`src/hdl/rws_pkg.sv`:
```
// Package with the shared types, register codes and constants of the Ricker wavelet sample block.
package rws_pkg;

  localparam int IDX_W          = 16;
  localparam int CFG_W          = 32;
  localparam int CFG_IDX_W      = 3;
  localparam int VAL_W          = 32;
  localparam int INDEX_BITS_DEF = 16;
  localparam int HORNER_TERMS   = 10;

  localparam logic [31:0] FREQUENCY_RST = 32'd655360;
  localparam logic [31:0] INTERVAL_RST  = 32'd4294967;
  localparam logic [31:0] START_RST     = 32'd0;
  localparam logic [31:0] DELAY_RST     = 32'd0;
  localparam logic [31:0] GAIN_RST      = 32'd65536;

  localparam logic [31:0] PI_Q29    = 32'd1686629713;
  localparam logic [31:0] LOG2E_Q31 = 32'd3098164009;
  localparam logic [31:0] LN2_Q32   = 32'd2977044472;
  localparam logic [32:0] ONE_Q32   = 33'h1_0000_0000;
  localparam logic [30:0] ONE_Q24   = 31'h0100_0000;

  typedef enum logic [CFG_IDX_W-1:0] {
    REG_FREQUENCY       = 3'd0,
    REG_SAMPLE_INTERVAL = 3'd1,
    REG_START_TIME      = 3'd2,
    REG_DELAY           = 3'd3,
    REG_GAIN            = 3'd4
  } cfg_reg_t;

  typedef struct packed {
    logic [31:0] frequency;
    logic [31:0] interval;
    logic [40:0] tofs;
    logic [31:0] gain_mag;
    logic        gain_neg;
  } cfg_t;

  typedef struct packed {
    logic        far;
    logic [15:0] echo;
    logic        pneg;
    logic [30:0] pmag;
  } side_t;

  typedef struct packed {
    logic        far;
    logic [15:0] echo;
    logic [37:0] a;
  } arg_t;

  typedef struct packed {
    side_t       side;
    logic [6:0]  k;
    logic [31:0] r;
    logic [32:0] s;
  } hzn_t;

  typedef struct packed {
    side_t       side;
    logic [32:0] e;
  } exp_t;

endpackage

```
`src/hdl/rws_cfg.sv`:
```
// Configuration register file with the derived time offset and gain magnitude.
module rws_cfg (
  input  logic                             clk,
  input  logic                             rst_n,
  input  logic                             cfg_valid,
  input  logic                             cfg_ready,
  input  logic [rws_pkg::CFG_IDX_W-1:0]    cfg_index,
  input  logic [rws_pkg::CFG_W-1:0]        cfg_data,
  output rws_pkg::cfg_t                    cfg
);

  logic [31:0] freq_r, freq_nxt;
  logic [31:0] intv_r, intv_nxt;
  logic [31:0] start_r, start_nxt;
  logic [31:0] delay_r, delay_nxt;
  logic [31:0] gain_r, gain_nxt;
  logic [40:0] tofs_r;
  logic [31:0] gmag_r;
  logic        gneg_r;
  logic [32:0] diff;

  always_comb begin
    freq_nxt  = freq_r;
    intv_nxt  = intv_r;
    start_nxt = start_r;
    delay_nxt = delay_r;
    gain_nxt  = gain_r;
    if (cfg_valid && cfg_ready) begin
      case (rws_pkg::cfg_reg_t'(cfg_index))
        rws_pkg::REG_FREQUENCY:       freq_nxt  = cfg_data;
        rws_pkg::REG_SAMPLE_INTERVAL: intv_nxt  = cfg_data;
        rws_pkg::REG_START_TIME:      start_nxt = cfg_data;
        rws_pkg::REG_DELAY:           delay_nxt = cfg_data;
        rws_pkg::REG_GAIN:            gain_nxt  = cfg_data;
        default: ;
      endcase
    end
  end

  assign diff = {start_r[31], start_r} - {delay_r[31], delay_r};

  always_ff @(posedge clk) begin
    if (!rst_n) begin
      freq_r  <= rws_pkg::FREQUENCY_RST;
      intv_r  <= rws_pkg::INTERVAL_RST;
      start_r <= rws_pkg::START_RST;
      delay_r <= rws_pkg::DELAY_RST;
      gain_r  <= rws_pkg::GAIN_RST;
      tofs_r  <= '0;
      gmag_r  <= rws_pkg::GAIN_RST;
      gneg_r  <= 1'b0;
    end else begin
      freq_r  <= freq_nxt;
      intv_r  <= intv_nxt;
      start_r <= start_nxt;
      delay_r <= delay_nxt;
      gain_r  <= gain_nxt;
      tofs_r  <= {diff, 8'b0};
      gmag_r  <= gain_r[31] ? (~gain_r + 32'd1) : gain_r;
      gneg_r  <= gain_r[31];
    end
  end

  assign cfg.frequency = freq_r;
  assign cfg.interval  = intv_r;
  assign cfg.tofs      = tofs_r;
  assign cfg.gain_mag  = gmag_r;
  assign cfg.gain_neg  = gneg_r;

endmodule

```
`config.mk`:
```
export PLATFORM = sky130hd
export DESIGN_NAME = rws_cfg
export DESIGN_NICKNAME = d
export VERILOG_FILES = /design/src/hdl/rws_pkg.sv /design/src/hdl/rws_cfg.sv
export SDC_FILE = /design/constraint.sdc
export NUM_CORES = 1
export LEC_CHECK = 0
export BUFFER_PORTS_ARGS = -buffer_cell sky130_fd_sc_hd__buf_2
export CAP_MARGIN = 0
export CORE_MARGIN = 3
export CORE_UTILIZATION = 40
export DETAILED_ROUTE_END_ITERATION = 7
export GPL_TIMING_DRIVEN = 1
export PLACE_DENSITY = 0.66
export SYNTH_ARGS = -nofsm -noshare
export SYNTH_HDL_FRONTEND = slang
export SYNTH_SLANG_ARGS = --single-unit
```
`constraint.sdc`:
```
create_clock -name clk -period 4.3 [get_ports clk]
set_clock_uncertainty 0.15 [all_clocks]
set_input_delay 1.29 -clock clk [delete_from_list [all_inputs] [get_ports clk]]
set_output_delay 1.29 -clock clk [all_outputs]
set_load 0.005 [all_outputs]
```
### Yosys cells after proc, flatten, opt, wreduce, memory -nomap -nowiden

Index checks and enable logic that the tools add are counted.

| word-level totals | value |
|---|---|
| output and inout bits | 138 |
| flip-flop bits (word level) | 234 |
| logic and storage cells | 26 |
| input port bits | 39 |

| cells by class | value |
|---|---|
| bitwise gates (word level) | 1 |
| reductions and logical operators | 8 |
| $add $sub $neg | 2 |
| equality and inequality tests | 4 |
| muxes and demuxes | 1 |

Operators with widths:

| kind | number |
|---|---|
| $sub 32x32->33 | 1 |
| $add 32x1->32 const B | 1 |
| $not 32->32 | 1 |
| $mux 31 | 1 |
| $reduce_and 2->1 | 6 |
| $eq 3x2->1 const B | 2 |
| $eq 3x1->1 const B | 1 |
| $eq 3x3->1 const B | 1 |
| $logic_not 3->1 | 1 |
| $logic_and 1x1->1 | 1 |

### Longest topological paths before layout

Gate-level depths: netlist (run 1).

| depth | value |
|---|---|
| depth in word-level cells | 3 |
| depth in mapped cells | 10 |
| depth with buffers taken out | 10 |

### Worst setup path before layout (run 1)

OpenSTA, ideal clock, no wires.

| timing | value |
|---|---|
| path type | input port to flip-flop |
| from | input port cfg_valid |
| to | register intv_r[11] |
| arrival time | 2.373 ns |
| stages on the path | 8 |
| data required time | 4.013 ns |
| buffers on the path | 2 |
| setup time | 0.137 ns |
| path slack | 1.640 ns |
| cells stage by stage | nand2_1 > nor2_1 > nand2_1 > or2_2 > clkbuf_1 > clkbuf_1 > nand2_1 > nand3_1 |

| on the way | value |
|---|---|
| cells in the longest elaborated chain, start to end | 2 |

Ends and longest elaborated chain:

| what | RTL line | RTL |
|---|---|---|
| from (decl) | rws_cfg.sv:5 | `input logic cfg_valid,` |
| $logic_and 1x1->1 | rws_cfg.sv:28 | `if (cfg_valid && cfg_ready) begin` |
| $reduce_and 2->1 (no line) | -- |  |
| to (signal assigned) | rws_cfg.sv:45 | `intv_r <= rws_pkg::INTERVAL_RST;` |
| to (signal assigned) | rws_cfg.sv:54 | `intv_r <= intv_nxt;` |
| to (decl) | rws_cfg.sv:13 | `logic [31:0] intv_r, intv_nxt;` |

Every way passes these cells.
A chain may end at the register's enable or synchronous reset.

### Worst setup path in the final report (run 1)

| timing | value |
|---|---|
| from | register start_r[0] |
| to | register tofs_r[34] |

| on the way | value |
|---|---|
| cells in the longest elaborated chain, start to end | 1 |

Ends and longest elaborated chain:

| what | RTL line | RTL |
|---|---|---|
| from (decl) | rws_cfg.sv:14 | `logic [31:0] start_r, start_nxt;` |
| from (signal assigned) | rws_cfg.sv:46 | `start_r <= rws_pkg::START_RST;` |
| from (signal assigned) | rws_cfg.sv:55 | `start_r <= start_nxt;` |
| $sub 32x32->33 | rws_cfg.sv:40 | `assign diff = {start_r[31], start_r} - {delay_r[31], delay_r};` |
| to (signal assigned) | rws_cfg.sv:58 | `tofs_r <= {diff, 8'b0};` |
| to (decl) | rws_cfg.sv:17 | `logic [40:0] tofs_r;` |

Every way passes these cells.

==> results of run 1 <==
-- registers in the layout, summed over array words and instances, names as in the netlist --
signal,flops
gain_r,32
freq_r,32
start_r,32
intv_r,32
tofs_r,33
gneg_r,1
delay_r,32
gmag_r,32
-- cells in the final DEF (no fill, tap or decap), types with 21 or more instances in the layout --
master,Yosys,routed
sky130_fd_sc_hd__nand3_1,24,24
sky130_fd_sc_hd__a21oi_1,39,39
sky130_fd_sc_hd__clkbuf_16,0,25
sky130_fd_sc_hd__and2_1,50,50
sky130_fd_sc_hd__a21boi_0,150,150
sky130_fd_sc_hd__buf_2,0,167
sky130_fd_sc_hd__inv_1,42,42
sky130_fd_sc_hd__ha_1,33,33
sky130_fd_sc_hd__nand2_1,371,371
sky130_fd_sc_hd__nor2_1,23,21
sky130_fd_sc_hd__xnor2_1,39,39
sky130_fd_sc_hd__dfxtp_1,226,226
sky130_fd_sc_hd__o21ai_0,33,33
-- through the flow --
stage / hold slack, ps / instances / util, % / total power (W)
2_1_floorplan: 292.9 / 1258 / - / 0.002541
4_1_cts: 314.0 / 1725 / 48.82 / 0.004760
5_1_grt: 332.0 / 1725 / 48.82 / 0.004918
3_3_place_gp: 296.0 / 1681 / 45.72 / 0.002728
3_5_place_dp: 301.6 / 1681 / 45.72 / 0.002732
6_report: 309.7 / 1725 / 48.82 / 0.004720
-- tightest hold or removal path: stages (launching register included) --
cell	delay, ps
sky130_fd_sc_hd__dfxtp_1	310
sky130_fd_sc_hd__nand2_1	50
sky130_fd_sc_hd__a21boi_0	60
-- area by class of cell --
type / instances / area, sq um
well taps: 324 / 405.4
clock buffers: 36 / 696.9
multi-input cells: 909 / 5281
inverters: 42 / 157.7
clock inverters: 8 / 71.32
flip-flops and latches: 226 / 4524
fillers: 2414 / 12660
repair buffers: 180 / 945.9
-- report_power, final --
part           internal, W  switching, W
sequential         0.00216     0.0000260
clock              0.00118      0.000853
combinational     0.000212      0.000286
total              0.00356       0.00117
-- per-layer routing --
layer  track usage, %  vias up  share of wire (%)
met5                0        -                  0
met4            6.763        0                3.2
met3            6.070       60                9.2
met2            31.31      302                 42
met1            28.58     4095                 46
li1                 -     4386                  -
-- cells by family after synthesis --
family                     synth area share (%)
DFF                                       44.11
AOI/OAI and AO/OA                         18.55
and+or+nand+nor                           23.40
other                                   0.03656
muxes                                    0.5855
adders and majority gates                 4.221
buffers and inverters                     4.830
xor gates and xnor gates                  4.269
-- path summary, 6_finish.rpt --
path	end	cells after the start	from	slack, ps
max	tofs_r[34]	10	start_r[0]	1340
min reg2reg	delay_r[17]	2	delay_r[17]	310
min	delay_r[17]	2	delay_r[17]	310
max reg2reg	tofs_r[34]	10	start_r[0]	1340
==> reports/results.tsv, run 1 <==
stage	metric	value	unit
synth	synthArstFlopShare	0	%
setup_path	worst_ep_arrival_time	3260	ps
grt	grt_start_max_net_pins	83	
synth	yosys.area.top_type	sky130_fd_sc_hd__dfxtp_1	
route	routed_via_density	5.126	
timing	slew_headroom	22.11	%
setup_path	critPathMaxStageDelay	450	ps
die	x_dimension_of_the_die	166.1	um
timing	timing_hold_violations_final	0	
synth	syn_area_per_cell	8.199	sq um
cts	h_tree_levels	1	
cts	postCtsResizedCells	0	
synth	combined_area_of_all_synthesized_cells	10260	sq um
placement	finalWeightedCongestion	0.8744	
die	die_height	166.1	um
die	initial_core_util	41.45	%
grt	first_global_vias	8410	
timing	report.final.setup_viol	0	
grt	grt.total_usage	20.73	%
die	floorplan.die_area	27600	sq um
placement	dp_hpwl	20650	um
setup_path	worst_path_dominant_cell_family	compound AO/OA/AOI/OAI gates	
synth	synth_seq_cells	226	
timing	final_period_minus_worst_setup_slack	2961	ps
cts	tritoncts.num_buffers	25	
route	dr_total_vias	8843	
synth	yosysWarnings	0	
cts	clkSinkCount	226	
setup_path	criticalPathCategory	reg2reg	
synth	netlist_top_cells_count	sky130_fd_sc_hd__nand2_1 (371), sky130_fd_sc_hd__dfxtp_1 (226), sky130_fd_sc_hd__a21boi_0 (150)	
layout	drive_above_1_share	16.77	%
synth	netlist-cell-type-count	54	
synth	synthDominantCellAreaShare	44.11	%
route	final_antenna_net_count	0	
timing	tightest_slew	1167	ps
route	drt_drc_violations_left	0	
layout	nets	1457	
placement	dp_slack	1172	ps
setup_path	end_kind	register	
layout	number_of_antenna_cells_inserted	0	
route	firstDrtPassIters	5	
grt	grt_antenna_before_repair	0	
placement	dpl_cell_area	11310	sq um
layout	area_growth_syn_to_layout	17.80	%
setup_path	required_time_at_the_endpoint_of_the_critical_path	4600	ps
grt	grt_first_pass_wirelength	46610	um
die	io_pins	177	
cts	cts_hold_buf	0	
placement	io_buffer_count	168	
die	rows	57	
timing	grt_setup_unrepaired	no	
job	timing.max_cap.violations	0	
status	run_status	finished clean	
hold_path	min-delay-path-class	reg2reg	
cts	clockRootBuffer	sky130_fd_sc_hd__clkbuf_16	
route	wl_per_cell	17.01	um
route	routed_wirelength	29340	um
timing	maxClockFrequency	0.3378	GHz
power	leakage	4.982	nW
cts	clkLatencyLatePin	530	ps
synth	netlist_top_cells_area	sky130_fd_sc_hd__dfxtp_1 (44%), sky130_fd_sc_hd__nand2_1 (14%), sky130_fd_sc_hd__a21boi_0 (11%)	
cts	cts.repair_timing.setup_buffer_count	0	
cts	cts-root-to-sink-buffers	3	
timing	fin_crit_sh	68.85	%
timing	final.setup.worst_slack	1339	ps
setup_path	worstPathCellList	inv_1, ha_1, fa_1, nand2b_1, a21oi_1, o21ai_0, o211ai_1, a21boi_0, o21bai_1, mux2i_1	
setup_path	cp_max_fo	4	
timing	maxSlewViolCount	0	
route	drtIter0Drc	590	
layout	finish.instance_area	12080	sq um
setup_path	critPathBufInv	1	
cts	tritoncts	done	
die	core_region_area	24750	sq um
power	power.ir.vdd_worst	0.3622	mV
synth	ys_seq_area_share	44.11	%
synth	synth_edf_count	0	
timing	timing.setup.tns	0	ps
setup_path	critPathSlowestCell	sky130_fd_sc_hd__o211ai_1	
grt	globalRoute.totalOverflow	0	
synth	synthCells	1251	
power	pwr_density_cell	390.7	nW/um^2
synth	synthFlopType	sky130_fd_sc_hd__dfxtp_1	
cts	path_clk_slew	60	ps
setup_path	critical_path.startpoint_type	register	
synth	yosysMostFrequentCell	sky130_fd_sc_hd__nand2_1	
(Power assumes the default switching activity.)
==> inputs of run 2 (changes only) <==
Settings changed: ABC_AREA set to 1.
Clock period 4.3 ns to 3 ns, I/O delays scaled along.
==> run 2 against run 1 <==
  * Global-route usage up 0.70 points
  * Critical path depth up 3
  * Sequential share of layout area down 1.1 points
  * Wire length up 5.2%
  * Power up 57%
  * Largest cell class unchanged
==> reports/results.tsv, run 2 <==
stage	metric	value	unit
placement	io_buffer_count	168	
cts	cts-root-to-sink-buffers	3	
placement	dp_hpwl	22920	um
hold_path	holdCritStartpoint	gain_r[0]	
timing	slew_headroom	41.22	%
cts	clkLatencyLatePin	540	ps
layout	filler_cell_count	2549	
grt	globalRoute.totalOverflow	0	
synth	synthCells	1537	
grt	grt_start_max_net_pins	71	
route	routed_wirelength	30850	um
layout	flip_flop_count_of_the_largest_register_after_layout	33	
placement	place_inst	1985	
route	drtIter0Drc	827	
placement	finalWeightedCongestion	0.9156	
setup_path	required_time_at_the_endpoint_of_the_critical_path	3270	ps
setup_path	worstPathCellList	inv_1, ha_1, fa_1, inv_1, nand2_1, nand2_1, nand3_1, nand2_1, nand2_1, nand2_2, nand2_1, a21oi_1, nor2_1	
layout	regMostFlops	tofs_r	
cts	cts_hold_buf	0	
cts	cts.repair_timing.setup_buffer_count	0	
die	x_dimension_of_the_die	168.1	um
die	floorplan.die_area	28260	sq um
die	initial_core_util	41.27	%
layout	mostFrequentLayoutCell	sky130_fd_sc_hd__nand2_1	
grt	grt.total_usage	21.43	%
setup_path	critPathBufInv	2	
cts	tritoncts.num_buffers	25	
route	routed_via_density	4.911	
setup_path	critPathMaxStageDelay	430	ps
timing	grt_setup_unrepaired	no	
layout	layout.cells.most_common_list	sky130_fd_sc_hd__nand2_1 (303), sky130_fd_sc_hd__nor2_1 (258), sky130_fd_sc_hd__dfxtp_1 (226), sky130_fd_sc_hd__inv_1 (194), sky130_fd_sc_hd__o21ai_0 (171)	
cts	tritoncts	done	
timing	fin_crit_sh	78.85	%
synth	ys_seq_area_share	43.04	%
timing	maxClockFrequency	0.4227	GHz
job	timing.max_cap.violations	0	
route	final_antenna_net_count	0	
route	dr_total_vias	9959	
setup_path	critical_path.most_common_cell	sky130_fd_sc_hd__nand2_1	
power	totalPowerFinal	0.007387	W
synth	synthArstFlopShare	0	%
timing	timing_hold_violations_final	0	
cts	clkSinkCount	226	
synth	synth_edf_count	0	
cts	clockRootBuffer	sky130_fd_sc_hd__clkbuf_16	
grt	grt_antenna_before_repair	0	
die	core_region_area	25470	sq um
synth	yosys.area.top_type	sky130_fd_sc_hd__dfxtp_1	
timing	timing.setup.tns	0	ps
route	wl_per_cell	15.21	um
cts	h_tree_levels	1	
timing	report.final.setup_viol	0	
layout	finalNonFillerCells	2028	
power	leakage	6.276	nW
synth	yosysWarnings	0	
synth	synth_seq_cells	226	
power	power.ir.vdd_worst	0.3838	mV
synth	syn_area_per_cell	6.839	sq um
timing	maxSlewViolCount	0	
layout	number_of_antenna_cells_inserted	0	
synth	combined_area_of_all_synthesized_cells	10510	sq um
status	run_status	finished clean	
synth	netlist_top_cells_area	sky130_fd_sc_hd__dfxtp_1 (43%), sky130_fd_sc_hd__nand2_1 (11%), sky130_fd_sc_hd__nor2_1 (9.2%)	
synth	synthDominantCellAreaShare	43.04	%
synth	netlist_top_cells_count	sky130_fd_sc_hd__nand2_1 (303), sky130_fd_sc_hd__nor2_1 (258), sky130_fd_sc_hd__dfxtp_1 (226)	
setup_path	criticalPathCategory	reg2reg	
route	firstDrtPassIters	5	
synth	synthFlopType	sky130_fd_sc_hd__dfxtp_1	
cts	path_clk_slew	60	ps
grt	grt_first_pass_wirelength	49440	um
cts	postCtsResizedCells	0	
timing	final_period_minus_worst_setup_slack	2366	ps
setup_path	startpoint	start_r[0]	
power	pwr_density_cell	593.7	nW/um^2
grt	first_global_vias	9312	
setup_path	critical_path.startpoint_type	register	
setup_path	cp_max_fo	4	
die	die_height	168.1	um
setup_path	worst_ep_arrival_time	2630	ps
setup_path	critPathSlowestCell	sky130_fd_sc_hd__fa_1	
synth	yosysMostFrequentCell	sky130_fd_sc_hd__nand2_1	
layout	drive_above_1_share	15.49	%
setup_path	end_kind	register	
setup_path	worst_path_dominant_cell_family	simple AND/OR/NAND/NOR gates	
route	drt_drc_violations_left	0	
layout	area_growth_syn_to_layout	18.38	%
hold_path	min-delay-path-class	reg2reg	
die	rows	58	
timing	tightest_slew	880.4	ps
synth	netlist-cell-type-count	34	
die	io_pins	177	
setup_path	timing.rr.start	start_r[0]	
layout	nets	1755	
run 2: per-layer routing:
layer  GRT usage, %  wire length, um
met1          28.91            14000
met2          35.85            14200
met3          2.747             1748
met4          6.724              907
met5              0                0
run 2: path summary, 6_finish.rpt:
check / end / slack (ps) / cells past startpoint
hold reg to reg: gmag_r[0] / 290 / 2
setup reg to reg: tofs_r[40] / 630 / 13
setup / recovery: tofs_r[40] / 630 / 13
hold / removal: gmag_r[0] / 290 / 2
run 2: metrics by stage:
stage | instance area (sq um) | utilization [%] | setup slack (ps) | hold slack (ps)
final | 12440 | 48.85 | 634.5 | 290.0
after global routing | 12440 | 48.85 | 484.2 | 296.8
after global placement | 11610 | 45.57 | 544.8 | 268.8
after floorplan | 10540 | - | 1028 | 257.1
after CTS | 12440 | 48.85 | 700.6 | 291.0
after detailed placement | 11610 | 45.57 | 517.0 | 272.4
run 2: cell type report:
type                       count  area (sq um)  share of cell area [%]
clock buffer                  31         678.2                   5.450
clock inverter                12         157.7                   1.267
inverter                     205         769.5                   6.184
multi-input combinational   1045          4925                   39.58
sequential                   226          4524                   36.36
tap                          330         412.9                   3.318
timing repair buffer         179         975.9                   7.843
run 2: cells by family after synthesis:
group	Yosys count	synth area share, %
flip-flops	226	43.04
AND/OR/NAND/NOR	685	27.09
buffers and inverters	273	10.36
adder cells (fa/ha/maj)	34	4.119
AO/OA/AOI/OAI	318	15.36
other	1	0.03568
run 2: power by group:
group | total (W) | internal [W] | switching [W]
clock network | 0.00311 | 0.00187 | 0.00124
registers | 0.00318 | 0.00314 | 0.0000428
logic | 0.00110 | 0.000381 | 0.000716
total | 0.00739 | 0.00538 | 0.00200
run 2: tightest hold or removal path: cells and delay by family, from the launching register on:
kind / cells / cell delay, ps
flip-flops: 1 / 310
AND/OR/NAND/NOR: 1 / 60
buffers and inverters: 1 / 30
